**src/rtl/adpcm_nibble_encoder_macros.svh**
```systemverilog
// assertion macros for the adpcm nibble encoder
// expects clk and rst_n in the scope of each use
`ifndef ADPCM_NIBBLE_ENCODER_MACROS_SVH
`define ADPCM_NIBBLE_ENCODER_MACROS_SVH

`ifndef SYNTHESIS
`define ADNE_ASSERT_IMP(lbl, ante, cons) \
  lbl: assert property (@(posedge clk) disable iff (!rst_n) (ante) |-> (cons)) \
    else $error("adne check failed");
`define ADNE_ASSERT_NXT(lbl, ante, cons) \
  lbl: assert property (@(posedge clk) disable iff (!rst_n) (ante) |=> (cons)) \
    else $error("adne check failed");
`else
`define ADNE_ASSERT_IMP(lbl, ante, cons)
`define ADNE_ASSERT_NXT(lbl, ante, cons)
`endif

`endif

```
**src/rtl/adne_pkg.sv**
```systemverilog
// shared types, constants and the step scale table of the adpcm nibble encoder
// no dependencies
`default_nettype none

package adne_pkg;

  localparam int SAMPLE_W = 16;
  localparam int STEP_W   = 11;
  localparam int CODE_W   = 4;
  localparam int OUT_W    = 8;
  localparam int DIFF_W   = 17;
  localparam int ALU_W    = 20;
  localparam int MUL_A_W  = 11;
  localparam int MUL_B_W  = 8;
  localparam int MUL_P_W  = 19;
  localparam int CNT_W    = 5;

  localparam logic [CNT_W-1:0]  DIV_LAST_CNT = 5'd16;
  localparam logic [STEP_W-1:0] STEP_RESET   = 11'd10;
  localparam logic [STEP_W-1:0] STEP_MIN     = 11'd1;
  localparam logic [STEP_W-1:0] STEP_MAX     = 11'd2000;
  localparam logic signed [ALU_W-1:0] LEVEL_MAX = 20'sd32767;
  localparam logic signed [ALU_W-1:0] LEVEL_MIN = -20'sd32768;

  typedef enum logic [2:0] {
    ST_IDLE,
    ST_ABS,
    ST_DIV,
    ST_CODE,
    ST_MULD,
    ST_LEVEL,
    ST_STEP,
    ST_EMIT
  } state_t;

  typedef struct packed {
    logic signed [ALU_W-1:0] a;
    logic signed [ALU_W-1:0] b;
    logic                    sub;
  } alu_req_t;

  function automatic logic [MUL_B_W-1:0] step_scale(input logic [CODE_W-1:0] idx);
    logic [MUL_B_W-1:0] s;
    case (idx)
      4'd0, 4'd1, 4'd15:  s = 8'd154;
      4'd2, 4'd14:        s = 8'd128;
      4'd3, 4'd13:        s = 8'd102;
      4'd4, 4'd12:        s = 8'd77;
      default:            s = 8'd58;
    endcase
    return s;
  endfunction

endpackage

`default_nettype wire

```
**src/rtl/adne_if.sv**
```systemverilog
// valid/ready channels of the adpcm nibble encoder: sample in, packed codes out
// depends on adne_pkg
`default_nettype none

interface adne_in_if;
  logic                                   valid;
  logic                                   ready;
  logic signed [adne_pkg::SAMPLE_W-1:0]   sample;
  logic                                   new_stream;

  modport source (output valid, output sample, output new_stream, input ready);
  modport sink   (input valid, input sample, input new_stream, output ready);
endinterface

interface adne_out_if;
  logic                          valid;
  logic                          ready;
  logic [adne_pkg::OUT_W-1:0]    packed_codes;

  modport source (output valid, output packed_codes, input ready);
  modport sink   (input valid, input packed_codes, output ready);
endinterface

`default_nettype wire

```
**src/rtl/adpcm_nibble_encoder.sv**
```systemverilog
// adpcm_nibble_encoder: 4-bit adaptive-step adpcm encoder, two codes per byte
// depends on adne_pkg, adne_if, adne_alu, adne_mul and the macros header
//
// in_item carries a signed 16-bit sample and a new_stream flag; new_stream
// restarts the stream (level 0, step 10, pair phase cleared) before the sample
// is coded, dropping any unpaired code. out_item carries one byte for every
// second sample, the earlier code in the upper nibble.
// one item at a time: ready is high only while the sequencer idles. from
// acceptance to the output register an item goes through one difference,
// one magnitude, 17 restoring-division steps through the shared add/sub unit,
// then code, delta multiply, level update, step update and emit. most of an
// item's time goes to the division steps. a byte is valid the cycle after
// the emit cycle; a stalled receiver holds the byte in the output register,
// and a new item is still accepted meanwhile. only when the next byte is
// ready while the old one still waits does the sequencer hold in emit.
// reset (synchronous, active low) clears the level, sets the step to 10,
// clears the pair phase and empties the output register.
`default_nettype none
`include "adpcm_nibble_encoder_macros.svh"

module adpcm_nibble_encoder (
  input  wire        clk,
  input  wire        rst_n,
  adne_in_if.sink    in_item,
  adne_out_if.source out_item
);

  // sequencer and datapath state
  adne_pkg::state_t state_r, state_nxt;
  logic signed [adne_pkg::SAMPLE_W-1:0] level_r, level_nxt;
  logic [adne_pkg::STEP_W-1:0]          step_r, step_nxt;
  logic                                 odd_r, odd_nxt;
  logic [adne_pkg::CODE_W-1:0]          held_r, held_nxt;
  logic [adne_pkg::DIFF_W-1:0]          quo_r, quo_nxt;   // difference, then quotient
  logic [adne_pkg::STEP_W-1:0]          rem_r, rem_nxt;
  logic                                 neg_r, neg_nxt;
  logic [adne_pkg::CNT_W-1:0]           cnt_r, cnt_nxt;
  logic [adne_pkg::CODE_W-1:0]          code_r, code_nxt;
  logic [adne_pkg::MUL_P_W-1:0]         prod_r, prod_nxt;
  logic                                 emit_r, emit_nxt;
  logic                                 out_valid_r, out_valid_nxt;
  logic [adne_pkg::OUT_W-1:0]           out_data_r, out_data_nxt;

  // shared units
  adne_pkg::alu_req_t                   alu_req;
  logic signed [adne_pkg::ALU_W-1:0]    alu_res;
  logic [adne_pkg::MUL_A_W-1:0]         mul_a;
  logic [adne_pkg::MUL_B_W-1:0]         mul_b;
  logic [adne_pkg::MUL_P_W-1:0]         mul_p;

  // helpers
  logic                                 in_acc;
  logic                                 out_free;
  logic                                 out_load;
  logic                                 code_le0;
  logic [adne_pkg::CODE_W-1:0]          mag;
  logic [4:0]                           qsat;
  logic [3:0]                           half_pos;
  logic [5:0]                           half_neg;
  logic [12:0]                          step_raw;

  adne_alu u_alu (
    .req (alu_req),
    .res (alu_res)
  );

  adne_mul u_mul (
    .a (mul_a),
    .b (mul_b),
    .p (mul_p)
  );

  assign in_item.ready         = (state_r == adne_pkg::ST_IDLE);
  assign in_acc                = in_item.valid && in_item.ready;
  assign out_item.valid        = out_valid_r;
  assign out_item.packed_codes = out_data_r;
  assign out_free              = !out_valid_r || out_item.ready;
  assign out_load              = (state_r == adne_pkg::ST_EMIT) && emit_r && out_free;

  // a code of zero or below rebuilds a negative delta
  assign code_le0 = code_r[adne_pkg::CODE_W-1] || (code_r == '0);
  assign mag      = code_r[adne_pkg::CODE_W-1] ? 4'(4'd0 - code_r) : code_r;

  // quotient saturated to 31 is enough for the final -8..7 clamp
  assign qsat     = (|quo_r[adne_pkg::DIFF_W-1:5]) ? 5'd31 : quo_r[4:0];
  assign half_pos = qsat[4:1];
  assign half_neg = 6'((6'({1'b0, qsat}) + 6'd1) >> 1);

  assign step_raw = prod_r[adne_pkg::MUL_P_W-1:6];

  // operand selection for the shared units
  always_comb begin
    alu_req.a   = '0;
    alu_req.b   = '0;
    alu_req.sub = 1'b0;
    mul_a       = step_r;
    mul_b       = '0;
    case (state_r)
      adne_pkg::ST_IDLE: begin
        // sample minus predicted level, level taken as zero on a restart
        alu_req.a   = {{(adne_pkg::ALU_W-adne_pkg::SAMPLE_W){in_item.sample[15]}},
                       in_item.sample};
        alu_req.b   = in_item.new_stream ? '0 :
                      {{(adne_pkg::ALU_W-adne_pkg::SAMPLE_W){level_r[15]}}, level_r};
        alu_req.sub = 1'b1;
      end
      adne_pkg::ST_ABS: begin
        alu_req.a   = '0;
        alu_req.b   = {{(adne_pkg::ALU_W-adne_pkg::DIFF_W){quo_r[16]}}, quo_r};
        alu_req.sub = 1'b1;
      end
      adne_pkg::ST_DIV: begin
        // trial subtract of the step from the shifted partial remainder
        alu_req.a   = {{(adne_pkg::ALU_W-adne_pkg::STEP_W-1){1'b0}}, rem_r, quo_r[16]};
        alu_req.b   = {{(adne_pkg::ALU_W-adne_pkg::STEP_W){1'b0}}, step_r};
        alu_req.sub = 1'b1;
      end
      adne_pkg::ST_MULD: begin
        mul_b = {3'b000, mag, 1'b1};
      end
      adne_pkg::ST_LEVEL: begin
        alu_req.a   = {{(adne_pkg::ALU_W-adne_pkg::SAMPLE_W){level_r[15]}}, level_r};
        alu_req.b   = {{(adne_pkg::ALU_W-adne_pkg::MUL_P_W+1){1'b0}},
                       prod_r[adne_pkg::MUL_P_W-1:1]};
        alu_req.sub = code_le0;
        mul_b       = adne_pkg::step_scale({~code_r[3], code_r[2:0]});
      end
      default: begin
        alu_req.sub = 1'b0;
      end
    endcase
  end

  // next state and datapath updates
  always_comb begin
    state_nxt     = state_r;
    level_nxt     = level_r;
    step_nxt      = step_r;
    odd_nxt       = odd_r;
    held_nxt      = held_r;
    quo_nxt       = quo_r;
    rem_nxt       = rem_r;
    neg_nxt       = neg_r;
    cnt_nxt       = cnt_r;
    code_nxt      = code_r;
    prod_nxt      = prod_r;
    emit_nxt      = emit_r;
    out_valid_nxt = out_valid_r && !out_item.ready;
    out_data_nxt  = out_data_r;
    case (state_r)
      adne_pkg::ST_IDLE: begin
        if (in_acc) begin
          if (in_item.new_stream) begin
            level_nxt = '0;
            step_nxt  = adne_pkg::STEP_RESET;
            odd_nxt   = 1'b0;
          end
          quo_nxt   = alu_res[adne_pkg::DIFF_W-1:0];
          neg_nxt   = alu_res[adne_pkg::ALU_W-1];
          state_nxt = adne_pkg::ST_ABS;
        end
      end
      adne_pkg::ST_ABS: begin
        if (neg_r) begin
          quo_nxt = alu_res[adne_pkg::DIFF_W-1:0];
        end
        rem_nxt   = '0;
        cnt_nxt   = '0;
        state_nxt = adne_pkg::ST_DIV;
      end
      adne_pkg::ST_DIV: begin
        if (!alu_res[adne_pkg::ALU_W-1]) begin
          rem_nxt = alu_res[adne_pkg::STEP_W-1:0];
          quo_nxt = {quo_r[adne_pkg::DIFF_W-2:0], 1'b1};
        end else begin
          rem_nxt = {rem_r[adne_pkg::STEP_W-2:0], quo_r[16]};
          quo_nxt = {quo_r[adne_pkg::DIFF_W-2:0], 1'b0};
        end
        cnt_nxt = cnt_r + 5'd1;
        if (cnt_r == adne_pkg::DIV_LAST_CNT) begin
          state_nxt = adne_pkg::ST_CODE;
        end
      end
      adne_pkg::ST_CODE: begin
        // halve with floor, clamp to -8..7
        if (neg_r) begin
          code_nxt = (half_neg > 6'd8) ? 4'b1000 : 4'(6'd0 - half_neg);
        end else begin
          code_nxt = (half_pos > 4'd7) ? 4'd7 : half_pos;
        end
        if (odd_r) begin
          emit_nxt = 1'b1;
          odd_nxt  = 1'b0;
        end else begin
          emit_nxt = 1'b0;
          odd_nxt  = 1'b1;
        end
        state_nxt = adne_pkg::ST_MULD;
      end
      adne_pkg::ST_MULD: begin
        if (!emit_r) begin
          held_nxt = code_r;
        end
        prod_nxt  = mul_p;
        state_nxt = adne_pkg::ST_LEVEL;
      end
      adne_pkg::ST_LEVEL: begin
        if (alu_res > adne_pkg::LEVEL_MAX) begin
          level_nxt = adne_pkg::LEVEL_MAX[adne_pkg::SAMPLE_W-1:0];
        end else if (alu_res < adne_pkg::LEVEL_MIN) begin
          level_nxt = adne_pkg::LEVEL_MIN[adne_pkg::SAMPLE_W-1:0];
        end else begin
          level_nxt = alu_res[adne_pkg::SAMPLE_W-1:0];
        end
        prod_nxt  = mul_p;
        state_nxt = adne_pkg::ST_STEP;
      end
      adne_pkg::ST_STEP: begin
        // divide by 64, clamp to 1..2000
        if (step_raw > 13'(adne_pkg::STEP_MAX)) begin
          step_nxt = adne_pkg::STEP_MAX;
        end else if (step_raw == '0) begin
          step_nxt = adne_pkg::STEP_MIN;
        end else begin
          step_nxt = step_raw[adne_pkg::STEP_W-1:0];
        end
        state_nxt = adne_pkg::ST_EMIT;
      end
      adne_pkg::ST_EMIT: begin
        if (!emit_r) begin
          state_nxt = adne_pkg::ST_IDLE;
        end else if (out_free) begin
          out_valid_nxt = 1'b1;
          out_data_nxt  = {held_r, code_r};
          state_nxt     = adne_pkg::ST_IDLE;
        end
      end
      default: begin
        state_nxt = adne_pkg::ST_IDLE;
      end
    endcase
  end

  always_ff @(posedge clk) begin
    if (!rst_n) begin
      state_r     <= adne_pkg::ST_IDLE;
      level_r     <= '0;
      step_r      <= adne_pkg::STEP_RESET;
      odd_r       <= 1'b0;
      held_r      <= '0;
      emit_r      <= 1'b0;
      out_valid_r <= 1'b0;
    end else begin
      state_r     <= state_nxt;
      level_r     <= level_nxt;
      step_r      <= step_nxt;
      odd_r       <= odd_nxt;
      held_r      <= held_nxt;
      emit_r      <= emit_nxt;
      out_valid_r <= out_valid_nxt;
    end
  end

  // payload registers, no reset needed
  always_ff @(posedge clk) begin
    quo_r      <= quo_nxt;
    rem_r      <= rem_nxt;
    neg_r      <= neg_nxt;
    cnt_r      <= cnt_nxt;
    code_r     <= code_nxt;
    prod_r     <= prod_nxt;
    out_data_r <= out_data_nxt;
  end

  // step stays within its clamp range
  `ADNE_ASSERT_IMP(a_step_range, 1'b1, (step_r != '0) && (step_r <= adne_pkg::STEP_MAX))
  // the partial remainder stays below the divisor during division
  `ADNE_ASSERT_IMP(a_rem_below_step, state_r == adne_pkg::ST_DIV, rem_r < step_r)
  // a byte is loaded only when a pair has just been completed
  `ADNE_ASSERT_IMP(a_load_clears_phase, out_load, !odd_r)
  // an accepted item starts the magnitude step next
  `ADNE_ASSERT_NXT(a_accept_starts, in_acc, state_r == adne_pkg::ST_ABS)

endmodule

`default_nettype wire

```
**src/rtl/adne_alu.sv**
```systemverilog
// shared add/subtract unit: difference, magnitude, divider trial and level update
// depends on adne_pkg
`default_nettype none

module adne_alu (
  input  adne_pkg::alu_req_t                     req,
  output logic signed [adne_pkg::ALU_W-1:0]      res
);

  assign res = req.sub ? (req.a - req.b) : (req.a + req.b);

endmodule

`default_nettype wire

```
**src/rtl/adne_mul.sv**
```systemverilog
// shared small unsigned multiplier for the delta rebuild and the step adaptation
// depends on adne_pkg
`default_nettype none

module adne_mul (
  input  logic [adne_pkg::MUL_A_W-1:0] a,
  input  logic [adne_pkg::MUL_B_W-1:0] b,
  output logic [adne_pkg::MUL_P_W-1:0] p
);

  assign p = adne_pkg::MUL_P_W'(a) * adne_pkg::MUL_P_W'(b);

endmodule

`default_nettype wire

```
**src/flat_wrapper.sv**
```systemverilog
// flat-port wrapper written by rule: the top's interface ports become plain ports
module adpcm_nibble_encoder_flat 
  (clk, rst_n, in_item_valid, in_item_sample, in_item_new_stream, in_item_ready, out_item_valid, out_item_packed_codes, out_item_ready);
  adne_in_if in_item_i ();
  adne_out_if out_item_i ();
  input  wire clk;
  input  wire rst_n;
  input wire logic [$bits(in_item_i.valid)-1:0] in_item_valid;
  input wire logic [$bits(in_item_i.sample)-1:0] in_item_sample;
  input wire logic [$bits(in_item_i.new_stream)-1:0] in_item_new_stream;
  output wire logic [$bits(in_item_i.ready)-1:0] in_item_ready;
  output wire logic [$bits(out_item_i.valid)-1:0] out_item_valid;
  output wire logic [$bits(out_item_i.packed_codes)-1:0] out_item_packed_codes;
  input wire logic [$bits(out_item_i.ready)-1:0] out_item_ready;
  assign in_item_i.valid = in_item_valid;
  assign in_item_i.sample = in_item_sample;
  assign in_item_i.new_stream = in_item_new_stream;
  assign in_item_ready = in_item_i.ready;
  assign out_item_valid = out_item_i.valid;
  assign out_item_packed_codes = out_item_i.packed_codes;
  assign out_item_i.ready = out_item_ready;
  adpcm_nibble_encoder u_core (.clk(clk), .rst_n(rst_n), .in_item(in_item_i), .out_item(out_item_i));
endmodule
```
**config.mk**
```make
export PLATFORM = sky130hd
export DESIGN_NAME = adpcm_nibble_encoder_flat
export DESIGN_NICKNAME = d
export VERILOG_FILES = /design/src/rtl/adne_pkg.sv /design/src/rtl/adne_if.sv /design/src/rtl/adpcm_nibble_encoder.sv /design/src/rtl/adne_alu.sv /design/src/rtl/adne_mul.sv /design/src/flat_wrapper.sv
export VERILOG_INCLUDE_DIRS = /design/src /design/src/rtl
export SDC_FILE = /design/constraint.sdc
export NUM_CORES = 1
export LEC_CHECK = 0
export ABC_AREA = 1
export BUFFER_PORTS_ARGS = -buffer_cell sky130_fd_sc_hd__buf_4
export CORE_UTILIZATION = 60
export DETAILED_ROUTE_END_ITERATION = 8
export MAX_ROUTING_LAYER = met4
export PLACE_DENSITY = 0.89
export SLEW_MARGIN = 0
export SYNTH_ARGS = -nofsm -noshare
export SYNTH_HDL_FRONTEND = slang
export SYNTH_SLANG_ARGS = --single-unit
```
**constraint.sdc**
```tcl
create_clock -name clk -period 14.7 [get_ports clk]
set_input_delay 2.94 -clock clk [delete_from_list [all_inputs] [get_ports clk]]
set_output_delay 2.94 -clock clk [all_outputs]
set_load 0.01 [all_outputs]
```
After elaboration in Yosys (flattened, before gate mapping)
Memory sizes are Yosys's and may differ from the RTL's.
Index checks and enable logic that the tools add are counted.
{"block": "word_totals", "n_memories": 1, "rom_bits": 128, "regBits": 102, "word_cells": 107, "output_inout_bits": 10, "input_bits": 21}
{"block": "classes", "multipliers": 1, "bitwise_logic": 2, "order_cmp": 5, "mux": 40, "n_addsub": 6, "n_eq_ne": 13, "reduce_logical": 25}
{"name": "(name not given)", "depth": 16, "word_bits": 8, "rd": 1, "rd_clocked_by_memory_dff": 0, "wr": 0, "line": "adne_pkg.sv:44", "text": "case (idx)"}
{"operator": "one-hot mux 40 bit (4 select lines)", "n": 1}
{"operator": "two-way mux 16 bit", "n": 4}
{"operator": "two-way mux 11 bit", "n": 5}
{"operator": "one-hot mux 17 bit (3 select lines)", "n": 1}
{"operator": "one-hot mux 11 bit (2 select lines)", "n": 2}
{"operator": "two-way mux 20 bit", "n": 2}
{"operator": "two-way mux 17 bit", "n": 2}
{"operator": "one-hot mux 16 bit (2 select lines)", "n": 1}
{"operator": "one-hot mux 3 bit (8 select lines)", "n": 1}
{"operator": "adder 20 bit", "n": 1}
{"operator": "> comparator 20 x 16 -> 1 bit (second input constant)", "n": 1}
{"operator": "less-than comparator 20 x 16 -> 1 bit (second input constant)", "n": 1}
{"operator": "subtractor 20 bit", "n": 1}
{"operator": "multiplier 11 x 8 -> 19 bit", "n": 1}
{"operator": "AND reduction 3 bit", "n": 6}
{"operator": "two-way mux 4 bit", "n": 4}
{"operator": "one-hot mux 8 bit (2 select lines)", "n": 1}
{"operator": "> comparator 13 x 11 -> 1 bit (second input constant)", "n": 1}
{"operator": "zero test 13 bit", "n": 1}
{"operator": "== test 3 bit (second input constant)", "n": 4}
{"operator": "two-way mux 3 bit", "n": 4}
{"operator": "OR reduction 12 bit", "n": 1}
{"operator": "one-hot mux 5 bit (2 select lines)", "n": 1}
{"operator": "two-way mux 1 bit", "n": 8}
{"operator": "other kinds (24)", "n": 37}

Depth between registers and ports, before layout
{"block": "depth", "word_depth": 8, "mapped_depth": 34, "ltp_nobuf": 32}

Cells and area by module
From an unflattened synthesis, not the netlist that was laid out.
{"block": "hier_totals", "cells_unflattened": 1505, "hier_area_um2": 10402.5}
{"module": "adpcm_nibble_encoder", "cells_each": 655, "n_inst": 1, "area_per_inst_um2": 5301.3}
{"module": "adne_mul", "cells_each": 509, "n_inst": 1, "area_per_inst_um2": 3246.9}
{"module": "adne_alu", "cells_each": 341, "n_inst": 1, "area_per_inst_um2": 1854.3}

Worst setup path after synthesis
OpenSTA, ideal clock, no wires.
{"block": "synth_path", "kind": "input to register", "from": "input port in_item_new_stream", "to": "register u_core.quo_r[0] (netlist name) (data pin)", "slack_ns": 8.588, "path_stages": 28, "arrival_time_ns": 5.846, "n_path_buf": 1, "path_cell_list": "inv_2 nand2_1 nor2_1 a21oi_1 nand2_1 inv_1 ha_1 nand2_1 inv_1 nand4_1 nor2_1 nand2_1 nand2_1 o21ai_0 xor2_1 inv_1 ha_1 nand2_1 nor2_1 nor3b_1 nand4_1 nand3_1 a21oi_1 nand3_1 nand2_2 nand2_1 buf_2 o21ai_0"}
{"block": "synth_between", "elab_chain_cells": 6, "word_cells_on_any_way": 9, "classes_between": "add/sub (2); mux (7)"}
{"element": "start, declared", "line": "flat_wrapper.sv:10", "text": "input wire logic [$bits(in_item_i.new_stream)-1:0] in_item_new_stream;"}
{"element": "two-way mux 20 bit *", "line": "adpcm_nibble_encoder.sv:103", "text": "alu_req.b = in_item.new_stream ? '0 :"}
{"element": "one-hot mux 40 bit (4 select lines) *", "line": "adpcm_nibble_encoder.sv:98", "text": "case (state_r)"}
{"element": "adder 20 bit or subtractor 20 bit (tied branches)", "line": "adne_alu.sv:10", "text": "assign res = req.sub ? (req.a - req.b) : (req.a + req.b);"}
{"element": "two-way mux 20 bit *", "line": "adne_alu.sv:10"}
{"element": "two-way mux 1 bit, or another cell as far along", "line": "adpcm_nibble_encoder.sv:172", "text": "if (!alu_res[adne_pkg::ALU_W-1]) begin"}
{"element": "one-hot mux 17 bit (3 select lines) *", "line": "adpcm_nibble_encoder.sv:150", "text": "case (state_r)"}
{"element": "via u_core.quo_nxt, one bit", "line": "adpcm_nibble_encoder.sv:34", "text": "logic [adne_pkg::DIFF_W-1:0] quo_r, quo_nxt;"}
{"element": "end signal, assigned", "line": "adpcm_nibble_encoder.sv:266", "text": "quo_r <= quo_nxt;"}
{"element": "end, declared", "line": "adpcm_nibble_encoder.sv:34"}
Mark *: on every way through the listed nets, which the timed path passes. The rest lies on a longest branch. The select of a mux whose other input is x is not followed.
A chain may end at the register's enable or synchronous reset.

Worst setup path after layout
{"block": "layout_path", "from": "register u_core.state_r[2]", "to": "register u_core.prod_r[15] (netlist name) (data pin)"}
{"block": "layout_between", "elab_chain_cells": 3, "word_cells_on_any_way": 4, "classes_between": "mul (1); eq/ne (2); mux (1)"}
{"element": "start, declared", "line": "adpcm_nibble_encoder.sv:29", "text": "adne_pkg::state_t state_r, state_nxt;"}
{"element": "start signal, assigned", "line": "adpcm_nibble_encoder.sv:246", "text": "state_r <= adne_pkg::ST_IDLE;"}
{"element": "start signal, assigned", "line": "adpcm_nibble_encoder.sv:254", "text": "state_r <= state_nxt;"}
{"element": "== test 3 bit", "line": "adpcm_nibble_encoder.sv:98"}
{"element": "one-hot mux 8 bit (2 select lines) *", "line": "adpcm_nibble_encoder.sv:98"}
{"element": "multiplier 11 x 8 -> 19 bit *", "line": "adne_mul.sv:11", "text": "assign p = adne_pkg::MUL_P_W'(a) * adne_pkg::MUL_P_W'(b);"}
{"element": "via u_core.mul_p, one bit", "line": "adpcm_nibble_encoder.sv:49", "text": "logic [adne_pkg::MUL_P_W-1:0] mul_p;"}
{"element": "end signal, assigned", "line": "adpcm_nibble_encoder.sv:271", "text": "prod_r <= prod_nxt;"}
{"element": "end, declared", "line": "adpcm_nibble_encoder.sv:39", "text": "logic [adne_pkg::MUL_P_W-1:0] prod_r, prod_nxt;"}
Mark *: on every way through the listed nets, which the timed path passes. The rest lies on a longest branch.

==> flow_summary.toml <==
[run_status]
run_status = "finished, final reports clean"

[route]
wl_met1_microns = 9810
routed-wl-met2_microns = 11400
vias_per_cell = 5.91
drtIter0Drc = 1310
wirelength_microns = 24700
wl_met3_microns = 2520
vias = 8647
post-route-drc-count = 0
top_layer = "met4"
ant_nets = 0
wl_per_cell_microns = 16.9
drt-pass1-iter-count = 8

[pwr]
p_seq_frac = 0.316
ir_drop_mv = 0.0760
intPower_w = 0.000701
power.total_w = 0.00133
p_comb_frac = 0.505
switchingPower_w = 0.000629
power_density_nw_per_um2 = 134
clock_power_share = 0.179
swShare = 0.473
leakage_nw = 4.65

[synth]
synthAdderAreaFrac = 0.209
synth-edff-count = 64
synthMuxAreaShare = 0
synthDistinctLibCells = 43
synthCells = 1258
synth-seq-cells = 101
synth_simple_gate_area_frac = 0.248
synth_top_family_by_area = "simple AND/OR/NAND/NOR gates"
syn_nets = 1402
synth_xor_area_frac = 0.0516
ys.flop_type = "edfxtp_1"
post_synth.cell_area_avg_sq_um = 7.43
seq_area_frac_synth = 0.285
synthesis.area_sq_um = 9340
async_reset_ff_frac = 0
ys_warn_count = 0
synth_compound_area_frac = 0.112

[clock_tree]
cts_hold_buffers = 0
cts_tree = "done"
cts_resized = 0
cts_max_path_buffers = 2
postCtsSetupBuffers = 0
cts_buffers = 9
root_buffer = "clkbuf_16"
h-tree-depth = 3
cts.sinks = 101
path_clk_slew_ns = 0.08
clock_latency_ns = 0.36

[die]
die_h_microns = 127
io_pins = 31
start_util = 0.615
core_area_sq_um = 15200
rows = 45
dieArea_sq_um = 16100
die_w_microns = 127

[global_routing]
grt_pass1_wl_microns = 40200
antenna_found_initial = 0
overflow = 0
grt_util_all_layers = 0.332
grt_max_degree = 49
grt_pass1_vias = 8264

[setup_path]
start_kind = "register"
critPathRequiredTime_ns = 14.80
cpMaxStageDelayCell = "nor3_1"
worstSetupEndpointType = "register"
arrival_ns = 7.87
timing_worst_setup_path_type = "register to register"
critPathBufInv = 5
path_delay_family = "simple AND/OR/NAND/NOR gates"
cpPeakStageDelay_ns = 0.93
worstPathMaxFanout = 25
crit_chain = "inv_2 > nor2_2 > nand2_1 > nor3_1 > inv_1 > nor2_1 > fa_1 > inv_1 > fa_1 > fa_1 > fa_1 > inv_1 > ha_1 > nand2_1 > inv_1 > a221oi_1 > o21ai_0 > nand2_1 > nand2_1 > a21oi_1 > o21ai_0 > xor2_1"

[layout]
n_antenna_cell = 0
drive_gt1_frac = 0.0502
multiInputGateArea_sq_um = 5800
syn_to_final_growth_pct = 6.54
utilization = 0.655
final_cell_area_sq_um = 9950
fin_nets = 1414
fill_cells = 1292
final-seq-area_sq_um = 2660

[place]
place_ws_ns = 7.11
hpwl_microns = 19100
portBuffers = 30
place_area_sq_um = 9660
routabilityCongestion = 0.986

[timing]
slew-limit-headroom = 0.222
setup_violations = 0
slew_violations = 0
fin_ws_ns = 6.93
hold_viol = 0
fin_skew_ns = 0.0138
rsz0062_at_grt = "no"
tns_ns = 0
fmax_ghz = 0.129
tightest_slew_ns = 1.17
period_share = 0.528
period_minus_slack_ns = 7.77

[worst_hold_path]
hp-class = "register to register"

[job]
maxCapViolations = 0
==> layer usage <==
layer  GRT usage  up-vias
li1            -     4081
met1       0.418     3981
met2       0.521      492
met3      0.0658       93
met4       0.147        0
met5           -        -
==> per-stage QoR <==
stage / std cells / hold slack (ns)
finish: 1463 / 0.442
global route: 1463 / 0.460
CTS: 1463 / 0.445
detailed placement: 1447 / 0.419
global placement: 1447 / 0.417
floorplan: 1258 / 0.409
==> kinds of logic (layout without fill, tap and decap cells) <==
group           count (synthesis)  count (layout)
buf+inv                       220             237
fa+ha+maj                     123             123
compound gates                186             186
xor+xnor                       55              55
flops                         101             101
simple gates                  573             573
==> cells in the final DEF (no fill, tap or decap), types with 15 or more instances in the layout <==
| cell | n |
|---|---|
| nand2_1 | 331 |
| nand4_1 | 15 |
| buf_4 | 35 |
| ha_1 | 68 |
| edfxtp_1 | 64 |
| xor2_1 | 35 |
| dfxtp_1 | 37 |
| a21oi_1 | 70 |
| nor2_1 | 139 |
| o21ai_0 | 69 |
| nand3_1 | 62 |
| fa_1 | 55 |
| inv_1 | 180 |
| xnor2_1 | 20 |
==> sequential cells by signal, indices dropped and copies added, names as in the netlist <==
| register | flops |
|---|---|
| u_core.level_r | 16 |
| u_core.rem_r | 11 |
| u_core.odd_r | 1 |
| u_core.held_r | 4 |
| u_core.code_r | 4 |
| u_core.prod_r | 18 |
| u_core.quo_r | 17 |
| u_core.out_item.packed_codes | 8 |
| u_core.state_r | 3 |
| u_core.out_item.valid | 1 |
| u_core.emit_r | 1 |
| u_core.cnt_r | 5 |
| u_core.neg_r | 1 |
| u_core.mul_a | 11 |
==> synth_stat cells (all sizes together) (9+ instances only) <==
| cell | instances | area share |
|---|---|---|
| buf | 19 | 0.014 |
| a22oi | 9 | 0.0072 |
| nor3 | 11 | 0.0059 |
| nand3 | 62 | 0.033 |
| edfxtp | 64 | 0.21 |
| o211ai | 9 | 0.0072 |
| xor2 | 35 | 0.033 |
| inv | 185 | 0.074 |
| xnor2 | 20 | 0.019 |
| fa | 55 | 0.12 |
| nand4 | 15 | 0.010 |
| nor2 | 141 | 0.057 |
| o21ai | 70 | 0.037 |
| nand2 | 334 | 0.13 |
| ha | 68 | 0.091 |
| a21oi | 70 | 0.037 |
| dfxtp | 37 | 0.079 |
| clkbuf | 15 | 0.0060 |
==> path summary, 6_finish.rpt <==
check	startpoint	to	slack (ns)	cells after the start
min	u_core.held_r[2]$_SDFFE_PN0P_	u_core.out_item.packed_codes[6]$_DFFE_PP_	0.44	0
max reg2reg	u_core.state_r[2]$_SDFFE_PN0P_	u_core.prod_r[15]$_DFFE_PN_	6.93	22
max	u_core.state_r[2]$_SDFFE_PN0P_	u_core.prod_r[15]$_DFFE_PN_	6.93	22
min reg2reg	u_core.held_r[2]$_SDFFE_PN0P_	u_core.out_item.packed_codes[6]$_DFFE_PP_	0.44	0
==> power groups by stage <==
stage | combinational, W | sequential, W | clock, W
6_report | 0.000672 | 0.000420 | 0.000238
3_3_place_gp | 0.000634 | 0.000423 | 0
5_1_grt | 0.000744 | 0.000424 | 0.000246
4_1_cts | 0.000651 | 0.000417 | 0.000237
2_1_floorplan | 0.000499 | 0.000404 | 0
3_5_place_dp | 0.000647 | 0.000423 | 0
==> final cells by class <==
type	instances	share of cell area
Sequential cell	101	0.268
Timing Repair Buffer	35	0.0264
Tap cell	188	0.0236
Clock buffer	9	0.0226
Inverter	186	0.0701
Clock inverter	7	0.00666
Multi-Input combinational cell	937	0.583
==> worst register-to-register path: cells and delay by family (launching register included) <==
family / cells / cell delay [ns]
flip-flops: 1 / 0.62
AO/OA/AOI/OAI: 4 / 0.81
XOR/XNOR: 1 / 0.15
AND/OR/NAND/NOR: 7 / 3.02
buffers and inverters: 5 / 0.63
adder cells (fa/ha/maj): 5 / 2.28
(Power assumes the default switching activity.)
